--- config.mk ---
export PLATFORM = sky130hd
export DESIGN_NAME = bracket_pair_matcher_core
export DESIGN_NICKNAME = d
export VERILOG_FILES = /design/src/rtl/bpm_pkg.sv /design/src/rtl/bpm_front.sv /design/src/rtl/bpm_fifo.sv /design/src/rtl/bpm_back.sv /design/src/rtl/bracket_pair_matcher_core.sv
export SDC_FILE = /design/constraint.sdc
export NUM_CORES = 1
export LEC_CHECK = 0
export BUFFER_PORTS_ARGS = -buffer_cell sky130_fd_sc_hd__buf_4
export CORE_ASPECT_RATIO = 1.2
export CORE_UTILIZATION = 49
export CTS_CLUSTER_DIAMETER = 50
export DETAILED_ROUTE_END_ITERATION = 8
export GPL_ROUTABILITY_DRIVEN = 0
export PLACE_DENSITY = 0.71
export RECOVER_POWER = 25
export SETUP_SLACK_MARGIN = 0.15
export SLEW_MARGIN = 20
export SYNTH_ARGS = -nofsm -noshare
export SYNTH_HDL_FRONTEND = slang
export SYNTH_HIERARCHICAL = 1
export SYNTH_SLANG_ARGS = --single-unit
--- constraint.sdc ---
create_clock -name i_clk -period 4.6 [get_ports i_clk]
set_clock_uncertainty 0.05 [all_clocks]
set_input_delay 0.92 -clock i_clk [delete_from_list [all_inputs] [get_ports i_clk]]
set_output_delay 0.92 -clock i_clk [all_outputs]
set_load 0.02 [all_outputs]
--- src/rtl/bpm_pkg.sv ---
package bpm_pkg;

    localparam int NUM_KINDS = 3;
    localparam int NUM_CFG_REGS = 6;
    localparam int RESULT_CAP = 50;
    localparam int FCNT_W = $clog2(RESULT_CAP);

    localparam logic [1:0] KIND_PAREN  = 2'd0;
    localparam logic [1:0] KIND_SQUARE = 2'd1;
    localparam logic [1:0] KIND_BRACE  = 2'd2;

    localparam logic [2:0] EV_PAIR     = 3'd0;
    localparam logic [2:0] EV_UNCLOSE  = 3'd1;
    localparam logic [2:0] EV_UNOPEN   = 3'd2;
    localparam logic [2:0] EV_OVERFLOW = 3'd3;
    localparam logic [2:0] EV_END      = 3'd4;

    localparam logic [1:0] ACT_NONE  = 2'd0;
    localparam logic [1:0] ACT_OPEN  = 2'd1;
    localparam logic [1:0] ACT_CLOSE = 2'd2;

    typedef logic [7:0] t_char;
    typedef t_char [NUM_CFG_REGS-1:0] t_char_set;

    localparam t_char_set CHAR_RESET = {8'd125, 8'd123, 8'd93, 8'd91, 8'd41, 8'd40};

    typedef logic [NUM_KINDS-1:0][1:0] t_act_vec;

    typedef struct packed {
        logic     flush;
        t_act_vec act;
    } t_cmd;

endpackage

--- src/rtl/bpm_front.sv ---
module bpm_front #(
    parameter int INDEX_BITS = 16
) (
    input  logic                  i_clk,
    input  logic                  i_rst_n,
    input  logic                  i_cfg_we,
    input  logic [2:0]            i_cfg_idx,
    input  logic [7:0]            i_cfg_data,
    input  logic                  i_valid,
    output logic                  o_ready,
    input  logic                  i_mode,
    input  logic                  i_single,
    input  logic [7:0]            i_char,
    input  logic                  i_full,
    output logic                  o_push,
    output bpm_pkg::t_cmd         o_cmd,
    output logic [INDEX_BITS-1:0] o_idx
);

    bpm_pkg::t_char_set    r_chars;
    logic [INDEX_BITS-1:0] r_count;

    always_ff @(posedge i_clk) begin
        if (!i_rst_n) begin
            r_chars <= bpm_pkg::CHAR_RESET;
        end else if (i_cfg_we) begin
            for (int i = 0; i < bpm_pkg::NUM_CFG_REGS; i++) begin
                if (i_cfg_idx == 3'(i)) begin
                    r_chars[i] <= i_cfg_data;
                end
            end
        end
    end

    // open wins when a kind's open and close codes are equal
    always_comb begin
        o_cmd.flush = i_mode;
        for (int k = 0; k < bpm_pkg::NUM_KINDS; k++) begin
            if (i_mode || !i_single) begin
                o_cmd.act[k] = bpm_pkg::ACT_NONE;
            end else if (i_char == r_chars[2*k]) begin
                o_cmd.act[k] = bpm_pkg::ACT_OPEN;
            end else if (i_char == r_chars[2*k+1]) begin
                o_cmd.act[k] = bpm_pkg::ACT_CLOSE;
            end else begin
                o_cmd.act[k] = bpm_pkg::ACT_NONE;
            end
        end
    end

    assign o_ready = !i_full;
    assign o_push  = i_valid && !i_full;
    assign o_idx   = r_count;

    always_ff @(posedge i_clk) begin
        if (!i_rst_n) begin
            r_count <= '0;
        end else if (o_push) begin
            if (i_mode) begin
                r_count <= '0;
            end else begin
                r_count <= r_count + 1'b1;
            end
        end
    end

endmodule

--- src/rtl/bpm_fifo.sv ---
module bpm_fifo #(
    parameter int WIDTH = 23,
    parameter int DEPTH = 4
) (
    input  logic             i_clk,
    input  logic             i_rst_n,
    input  logic             i_push,
    input  logic [WIDTH-1:0] i_data,
    output logic             o_full,
    input  logic             i_pop,
    output logic [WIDTH-1:0] o_data,
    output logic             o_empty
);

    localparam int AW = (DEPTH > 1) ? $clog2(DEPTH) : 1;

    logic [WIDTH-1:0] r_mem [DEPTH];
    logic [AW-1:0]    r_wp;
    logic [AW-1:0]    r_rp;
    logic [AW:0]      r_cnt;
    logic             do_push;
    logic             do_pop;

    assign o_full  = (r_cnt == (AW+1)'(DEPTH));
    assign o_empty = (r_cnt == '0);
    assign do_push = i_push && !o_full;
    assign do_pop  = i_pop && !o_empty;
    assign o_data  = r_mem[r_rp];

    always_ff @(posedge i_clk) begin
        if (do_push) begin
            r_mem[r_wp] <= i_data;
        end
    end

    always_ff @(posedge i_clk) begin
        if (!i_rst_n) begin
            r_wp  <= '0;
            r_rp  <= '0;
            r_cnt <= '0;
        end else begin
            if (do_push) begin
                r_wp <= (r_wp == AW'(DEPTH-1)) ? '0 : r_wp + 1'b1;
            end
            if (do_pop) begin
                r_rp <= (r_rp == AW'(DEPTH-1)) ? '0 : r_rp + 1'b1;
            end
            if (do_push && !do_pop) begin
                r_cnt <= r_cnt + 1'b1;
            end else if (do_pop && !do_push) begin
                r_cnt <= r_cnt - 1'b1;
            end
        end
    end

endmodule

--- src/rtl/bpm_back.sv ---
module bpm_back #(
    parameter int STACK_DEPTH = 16,
    parameter int INDEX_BITS  = 16
) (
    input  logic                  i_clk,
    input  logic                  i_rst_n,
    input  logic                  i_empty,
    output logic                  o_pop,
    input  bpm_pkg::t_cmd         i_cmd,
    input  logic [INDEX_BITS-1:0] i_idx,
    output logic                  o_valid,
    input  logic                  i_ready,
    output logic [1:0]            o_kind,
    output logic [2:0]            o_event,
    output logic [15:0]           o_open,
    output logic [15:0]           o_close,
    output logic                  o_last
);

    localparam int LW = $clog2(STACK_DEPTH + 1);
    localparam int AW = (STACK_DEPTH > 1) ? $clog2(STACK_DEPTH) : 1;
    localparam logic [LW-1:0] FULL_LVL = LW'(STACK_DEPTH);

    localparam logic [1:0] ST_IDLE  = 2'd0;
    localparam logic [1:0] ST_TOK   = 2'd1;
    localparam logic [1:0] ST_FLUSH = 2'd2;
    localparam logic [1:0] ST_END   = 2'd3;

    logic [INDEX_BITS-1:0] r_stk0 [STACK_DEPTH];
    logic [INDEX_BITS-1:0] r_stk1 [STACK_DEPTH];
    logic [INDEX_BITS-1:0] r_stk2 [STACK_DEPTH];

    logic [1:0]                 r_state, n_state;
    bpm_pkg::t_act_vec          r_act, n_act;
    logic [INDEX_BITS-1:0]      r_idx, n_idx;
    logic [LW-1:0]              r_lvl [bpm_pkg::NUM_KINDS];
    logic [LW-1:0]              n_lvl [bpm_pkg::NUM_KINDS];
    logic [1:0]                 r_fkind, n_fkind;
    logic [bpm_pkg::FCNT_W-1:0] r_fcnt, n_fcnt;
    logic                       r_ov, n_ov;
    logic [1:0]                 r_okind, n_okind;
    logic [2:0]                 r_oev, n_oev;
    logic [15:0]                r_oopen, n_oopen;
    logic [15:0]                r_oclose, n_oclose;
    logic                       r_olast, n_olast;

    logic                  out_ok;
    logic [LW-1:0]         top_ptr [bpm_pkg::NUM_KINDS];
    logic [INDEX_BITS-1:0] top_val [bpm_pkg::NUM_KINDS];
    logic [1:0]            cur;
    logic                  has_any;
    logic                  rest_any;
    logic                  rest_res;
    logic                  push_en;
    logic [AW-1:0]         push_addr;

    assign out_ok = !r_ov || i_ready;

    always_comb begin
        for (int k = 0; k < bpm_pkg::NUM_KINDS; k++) begin
            top_ptr[k] = r_lvl[k] - 1'b1;
        end
        top_val[0] = r_stk0[top_ptr[0][AW-1:0]];
        top_val[1] = r_stk1[top_ptr[1][AW-1:0]];
        top_val[2] = r_stk2[top_ptr[2][AW-1:0]];
    end

    // lowest kind still pending, and what remains after it
    always_comb begin
        cur      = bpm_pkg::KIND_PAREN;
        has_any  = 1'b0;
        rest_any = 1'b0;
        rest_res = 1'b0;
        for (int k = bpm_pkg::NUM_KINDS - 1; k >= 0; k--) begin
            if (r_act[k] != bpm_pkg::ACT_NONE) begin
                cur     = 2'(k);
                has_any = 1'b1;
            end
        end
        for (int j = 0; j < bpm_pkg::NUM_KINDS; j++) begin
            if (2'(j) > cur && r_act[j] != bpm_pkg::ACT_NONE) begin
                rest_any = 1'b1;
                if (r_act[j] == bpm_pkg::ACT_CLOSE || r_lvl[j] == FULL_LVL) begin
                    rest_res = 1'b1;
                end
            end
        end
    end

    always_comb begin
        n_state   = r_state;
        n_act     = r_act;
        n_idx     = r_idx;
        n_lvl     = r_lvl;
        n_fkind   = r_fkind;
        n_fcnt    = r_fcnt;
        n_ov      = r_ov && !i_ready;
        n_okind   = r_okind;
        n_oev     = r_oev;
        n_oopen   = r_oopen;
        n_oclose  = r_oclose;
        n_olast   = r_olast;
        o_pop     = 1'b0;
        push_en   = 1'b0;
        push_addr = r_lvl[cur][AW-1:0];
        case (r_state)
            ST_IDLE: begin
                if (!i_empty) begin
                    o_pop = 1'b1;
                    if (i_cmd.flush) begin
                        n_state = ST_FLUSH;
                        n_fkind = bpm_pkg::KIND_PAREN;
                        n_fcnt  = '0;
                    end else begin
                        n_act   = i_cmd.act;
                        n_idx   = i_idx;
                        n_state = ST_TOK;
                    end
                end
            end
            ST_TOK: begin
                if (!has_any) begin
                    n_state = ST_IDLE;
                end else if (r_act[cur] == bpm_pkg::ACT_OPEN && r_lvl[cur] < FULL_LVL) begin
                    push_en    = 1'b1;
                    n_lvl[cur] = r_lvl[cur] + 1'b1;
                    n_act[cur] = bpm_pkg::ACT_NONE;
                    if (!rest_any) begin
                        n_state = ST_IDLE;
                    end
                end else if (out_ok) begin
                    n_ov     = 1'b1;
                    n_okind  = cur;
                    n_oclose = 16'(r_idx);
                    n_oopen  = '0;
                    n_olast  = !rest_res;
                    if (r_act[cur] == bpm_pkg::ACT_OPEN) begin
                        n_oev = bpm_pkg::EV_OVERFLOW;
                    end else if (r_lvl[cur] == '0) begin
                        n_oev = bpm_pkg::EV_UNCLOSE;
                    end else begin
                        n_oev      = bpm_pkg::EV_PAIR;
                        n_oopen    = 16'(top_val[cur]);
                        n_lvl[cur] = top_ptr[cur];
                    end
                    n_act[cur] = bpm_pkg::ACT_NONE;
                    if (!rest_any) begin
                        n_state = ST_IDLE;
                    end
                end
            end
            ST_FLUSH: begin
                if (r_lvl[r_fkind] == '0) begin
                    if (r_fkind == bpm_pkg::KIND_BRACE) begin
                        n_state = ST_END;
                    end else begin
                        n_fkind = r_fkind + 1'b1;
                    end
                end else if (r_fcnt >= bpm_pkg::FCNT_W'(bpm_pkg::RESULT_CAP - 1)) begin
                    n_lvl[r_fkind] = '0;
                end else if (out_ok) begin
                    n_ov           = 1'b1;
                    n_okind        = r_fkind;
                    n_oev          = bpm_pkg::EV_UNOPEN;
                    n_oopen        = 16'(top_val[r_fkind]);
                    n_oclose       = '0;
                    n_olast        = 1'b0;
                    n_fcnt         = r_fcnt + 1'b1;
                    n_lvl[r_fkind] = top_ptr[r_fkind];
                end
            end
            ST_END: begin
                if (out_ok) begin
                    n_ov     = 1'b1;
                    n_okind  = bpm_pkg::KIND_PAREN;
                    n_oev    = bpm_pkg::EV_END;
                    n_oopen  = '0;
                    n_oclose = '0;
                    n_olast  = 1'b1;
                    for (int k = 0; k < bpm_pkg::NUM_KINDS; k++) begin
                        n_lvl[k] = '0;
                    end
                    n_state = ST_IDLE;
                end
            end
            default: begin
                n_state = ST_IDLE;
            end
        endcase
    end

    always_ff @(posedge i_clk) begin
        if (push_en && cur == bpm_pkg::KIND_PAREN) begin
            r_stk0[push_addr] <= r_idx;
        end
        if (push_en && cur == bpm_pkg::KIND_SQUARE) begin
            r_stk1[push_addr] <= r_idx;
        end
        if (push_en && cur == bpm_pkg::KIND_BRACE) begin
            r_stk2[push_addr] <= r_idx;
        end
    end

    always_ff @(posedge i_clk) begin
        if (!i_rst_n) begin
            r_state <= ST_IDLE;
            r_act   <= '0;
            r_fkind <= bpm_pkg::KIND_PAREN;
            r_fcnt  <= '0;
            r_ov    <= 1'b0;
            for (int k = 0; k < bpm_pkg::NUM_KINDS; k++) begin
                r_lvl[k] <= '0;
            end
        end else begin
            r_state <= n_state;
            r_act   <= n_act;
            r_fkind <= n_fkind;
            r_fcnt  <= n_fcnt;
            r_ov    <= n_ov;
            r_lvl   <= n_lvl;
        end
    end

    always_ff @(posedge i_clk) begin
        r_idx    <= n_idx;
        r_okind  <= n_okind;
        r_oev    <= n_oev;
        r_oopen  <= n_oopen;
        r_oclose <= n_oclose;
        r_olast  <= n_olast;
    end

    assign o_valid = r_ov;
    assign o_kind  = r_okind;
    assign o_event = r_oev;
    assign o_open  = r_oopen;
    assign o_close = r_oclose;
    assign o_last  = r_olast;

    a_lvl_bound: assert property (@(posedge i_clk) disable iff (!i_rst_n)
        r_lvl[0] <= FULL_LVL && r_lvl[1] <= FULL_LVL && r_lvl[2] <= FULL_LVL)
        else $error("stack level above depth");

    a_end_clears: assert property (@(posedge i_clk) disable iff (!i_rst_n)
        (r_state == ST_END && out_ok) |=>
        (r_lvl[0] == '0 && r_lvl[1] == '0 && r_lvl[2] == '0 && r_state == ST_IDLE))
        else $error("levels not cleared after end marker");

    a_end_last: assert property (@(posedge i_clk) disable iff (!i_rst_n)
        (r_ov && r_oev == bpm_pkg::EV_END) |-> (r_olast && r_okind == bpm_pkg::KIND_PAREN))
        else $error("end marker not last or wrong kind");

    a_flush_cap: assert property (@(posedge i_clk) disable iff (!i_rst_n)
        r_fcnt <= bpm_pkg::FCNT_W'(bpm_pkg::RESULT_CAP - 1))
        else $error("flush result count past cap");

endmodule

--- src/rtl/bracket_pair_matcher_core.sv ---
// result path: a token goes through the command queue, then the back's pop and token steps
// token: the back takes a token's kinds one by one, results waiting on output ready, and pops no
//   command until done; the front keeps taking beats while the 4-entry command queue has room
// flush: one unopened result per leftover opener, kind by kind, then the end marker beat
// reset: synchronous active low; clears levels, token counter, queue, output and
//   restores default bracket codes; stack entries are not cleared
module bracket_pair_matcher_core #(
    parameter int STACK_DEPTH = 16,
    parameter int INDEX_BITS  = 16
) (
    input  logic        i_clk,
    input  logic        i_rst_n,
    input  logic        i_cfg_we,
    input  logic [2:0]  i_cfg_idx,
    input  logic [7:0]  i_cfg_data,
    input  logic        i_s_axis_tvalid,
    output logic        o_s_axis_tready,
    input  logic [15:0] i_s_axis_tdata,   // is_single_char, char_code, zero pad
    input  logic        i_s_axis_tuser,   // mode
    output logic        o_m_axis_tvalid,
    input  logic        i_m_axis_tready,
    output logic [39:0] o_m_axis_tdata,   // bracket_kind, event_res, opener_idx, close_index, pad
    output logic        o_m_axis_tlast
);

    localparam int QW = $bits(bpm_pkg::t_cmd) + INDEX_BITS;

    logic                  q_push;
    logic                  q_full;
    logic                  q_pop;
    logic                  q_empty;
    bpm_pkg::t_cmd         f_cmd;
    logic [INDEX_BITS-1:0] f_idx;
    bpm_pkg::t_cmd         b_cmd;
    logic [INDEX_BITS-1:0] b_idx;
    logic [QW-1:0]         q_out;
    logic [1:0]            b_kind;
    logic [2:0]            b_event;
    logic [15:0]           b_open;
    logic [15:0]           b_close;

    bpm_front #(
        .INDEX_BITS(INDEX_BITS)
    ) u_front (
        .i_clk      (i_clk),
        .i_rst_n    (i_rst_n),
        .i_cfg_we   (i_cfg_we),
        .i_cfg_idx  (i_cfg_idx),
        .i_cfg_data (i_cfg_data),
        .i_valid    (i_s_axis_tvalid),
        .o_ready    (o_s_axis_tready),
        .i_mode     (i_s_axis_tuser),
        .i_single   (i_s_axis_tdata[0]),
        .i_char     (i_s_axis_tdata[8:1]),
        .i_full     (q_full),
        .o_push     (q_push),
        .o_cmd      (f_cmd),
        .o_idx      (f_idx)
    );

    bpm_fifo #(
        .WIDTH(QW),
        .DEPTH(4)
    ) u_fifo (
        .i_clk   (i_clk),
        .i_rst_n (i_rst_n),
        .i_push  (q_push),
        .i_data  ({f_cmd, f_idx}),
        .o_full  (q_full),
        .i_pop   (q_pop),
        .o_data  (q_out),
        .o_empty (q_empty)
    );

    assign b_cmd = q_out[QW-1:INDEX_BITS];
    assign b_idx = q_out[INDEX_BITS-1:0];

    bpm_back #(
        .STACK_DEPTH(STACK_DEPTH),
        .INDEX_BITS (INDEX_BITS)
    ) u_back (
        .i_clk   (i_clk),
        .i_rst_n (i_rst_n),
        .i_empty (q_empty),
        .o_pop   (q_pop),
        .i_cmd   (b_cmd),
        .i_idx   (b_idx),
        .o_valid (o_m_axis_tvalid),
        .i_ready (i_m_axis_tready),
        .o_kind  (b_kind),
        .o_event (b_event),
        .o_open  (b_open),
        .o_close (b_close),
        .o_last  (o_m_axis_tlast)
    );

    assign o_m_axis_tdata = {3'b000, b_close, b_open, b_event, b_kind};

endmodule

==> results.json <==
{
  "outcome": "complete, but fails checks",
  "violations": "capacitance limit, slew limit",
  "preCtsSetupSlack_ps": 779.6,
  "dp_hpwl_mm": 57.52,
  "grt_max_degree": 70,
  "internal_power_uw": 20410,
  "cts_tree": "done",
  "setup_ws_ps": 574.1,
  "wl_per_cell_um": 25.97,
  "setup_viol": 0,
  "cts_root_buffer": "clkbuf_16",
  "worst_ep_arrival_time_ps": 4520,
  "firstDrtPassIters": 6,
  "tns_ps": 0,
  "max_freq_mhz": 248.4,
  "die_x_um": 266.9,
  "power_frac_clock": 0.264,
  "mostFrequentLayoutCells": "edfxtp_1, mux4_2, nand2_1",
  "final.min_clock_period_ps": 4026,
  "power_leakage_uw": 0.01478,
  "critical_path_class": "register to register",
  "netSwitchingFraction": 0.3506,
  "worstPathRequired_ps": 5090,
  "top_layer_used": "met4",
  "synth_seq_cells": 1019,
  "met3WireLength_mm": 8.475,
  "diodes": 0,
  "synthArstFlopShare": 0,
  "synth_flop_cell": "edfxtp_1",
  "cts_hold_buf": 0,
  "clock-sinks": 1019,
  "crit_path_frequent_cell": "inv_1",
  "vias": 22330,
  "cp_slowest_cell": "or4_1",
  "layout_commonest_cell": "edfxtp_1",
  "wl_mm": 95.82,
  "clkTransAtPathRegs_ps": 70,
  "crit_chain": "or4_1 > nor2_1 > a221oi_1 > inv_1 > ha_1 > inv_1 > or4_4 > a311o_1 > and2_4 > a311oi_1",
  "drc_errors": 0,
  "rsz0062_at_grt": "false",
  "yosysWarnings": 6,
  "post_cts_buffers": 0,
  "htreeDepth": 3,
  "grt_pass1_wl_mm": 143.8,
  "min_path_type": "register to register",
  "synth_cell_types": 83,
  "start_kind": "register",
  "die-height_um": 319.9,
  "grt_antenna_before_repair": 1,
  "core_um2": 83460,
  "stdcell_count": 3689,
  "relSlewSlack": -0.6790,
  "post_cts_resized": 0,
  "syn-instance-count": 2350,
  "slew_violations": 499,
  "synth-edff-count": 914,
  "start_util": 0.4945,
  "clk_path_buf_depth": 3,
  "max_cap_viol_count": 10,
  "numCtsBuffers": 99,
  "final_area_um2": 46770,
  "grt_pass1_vias": 22980,
  "vdd_drop_max_mv": 0.4220,
  "io_pins": 76,
  "hold_violations": 0,
  "power_switching_uw": 11020,
  "die-area_um2": 85390,
  "grt_use_total": 0.2284,
  "synthToLayoutAreaGrowth_pct": 13.33,
  "placed_area_um2": 43440,
  "syn-cell-area_um2": 41270,
  "min_period_over_period": 0.8752,
  "finalPower_uw": 31430,
  "p_seq_frac": 0.377,
  "placedCellCount": 3505,
  "end_kind": "register",
  "tightestPinTransition_ps": 2519,
  "drive_above_1_share": 0.2317,
  "crit_fanout": 18,
  "insertion_delay_ps": 690,
  "drtAntennaViolNets": 0,
  "fp-row-count": 116,
  "overflow": 0,
  "power_frac_comb": 0.359,
  "drt-initial-drc-count": 2710,
  "cp_slowest_stage_delay_ps": 640,
  "synth_area_per_cell_um2": 17.56,
  "portBuffers": 65,
  "final_nets": 2540,
  "drt-met1-wl_mm": 36.27,
  "dr_wl_met2_mm": 48.17,
  "p_per_area_nw_per_um2": 672.1,
  "yosysSeqAreaShare": 0.7160,
  "viasPerCell": 6.052
}
==> layout make-up <==
class / instances / area, um^2
Clock buffer: 114 / 2555
Clock inverter: 70 / 819.5
Fill cell: 6210 / 36680
Inverter: 31 / 116.4
Multi-Input combinational cell: 1169 / 11090
Sequential cell: 1019 / 29560
Tap cell: 1121 / 1403
Timing Repair Buffer: 165 / 1235
==> worst paths after layout <==
| check | startpoint | endpoint | slack, ps | cells past startpoint |
|---|---|---|---|---|
| setup reg to reg | u_back/r_act[3] | register | 570 | 10 |
| hold / removal | u_front/r_chars[14] | u_front/r_chars[14] | 430 | 2 |
| setup / recovery | u_back/r_act[3] | register | 570 | 10 |
| hold reg to reg | u_front/r_chars[14] | u_front/r_chars[14] | 430 | 2 |
==> sequential cells by signal, indices dropped and copies added (netlist names), 3 cells and up, named ones only <==
register and flops:
u_back/r_stk0 256, u_front/r_chars 48, u_back/o_event 3, u_back/r_fcnt 6, u_back/r_idx 16, u_back/r_stk1 256
u_back/o_close 16, u_front/o_idx 16, u_back/r_stk2 256, u_back/o_open 16, u_fifo/r_cnt 3, u_back/r_act 6
u_fifo/r_mem 92
==> per-stage QoR <==
stage | utilization | hold WS (ps)
2_1_floorplan | - | 397.5
3_3_place_gp | 0.5205 | 405.1
3_5_place_dp | 0.5205 | 421.9
4_1_cts | 0.5610 | 403.5
5_1_grt | 0.5605 | 446.6
6_report | 0.5605 | 430.6
==> worst max-delay path: cells and delay by family, from the launching register on <==
family          cells  cell delay (ps)
simple gates        4             1780
compound gates      3             1040
flops               1              380
buf+inv             2              330
fa+ha+maj           1              300
==> cells in the mapped netlist, types with 24 or more instances <==
cell / n / area, um^2
inv_1: 31 / 116.4
xor2_1: 33 / 289.0
edfxtp_1: 914 / 27450
a21oi_1: 55 / 275.3
nand3_1: 54 / 270.3
and2_1: 24 / 150.1
xnor2_1: 43 / 376.6
clkbuf_1: 85 / 319.1
mux4_2: 239 / 5383
nor2_1: 136 / 510.5
buf_2: 24 / 120.1
a21boi_0: 24 / 180.2
dfxtp_1: 105 / 2102
nand2_1: 221 / 829.6
nor2b_1: 26 / 162.7
==> power groups by stage <==
stage                     Sequential (uW)  Clock, uW  Combinational [uW]
after floorplan                     12400          0                6720
after global placement              12000          0               10700
after detailed placement            12000          0               11100
after CTS                           11800       8410               11200
after global routing                11900       8770               11900
final                               11900       8290               11300
==> layer usage <==
metal  GRT usage  up-vias
met2      0.3847     1153
met1      0.2959    11390
li1            -     9583
met3     0.04643      200
met4     0.07650        0
met5           0        -
==> kinds of logic after synthesis <==
group	count (synthesis)	synth area share
buf+inv	164	0.01752
xor+xnor	77	0.01652
fa+ha+maj	22	0.006852
other cells	1	0.00009086
compound gates	250	0.04320
mux	270	0.1387
flops	1019	0.7160
simple gates	547	0.06118
Power figures use the tool's default switching activity.
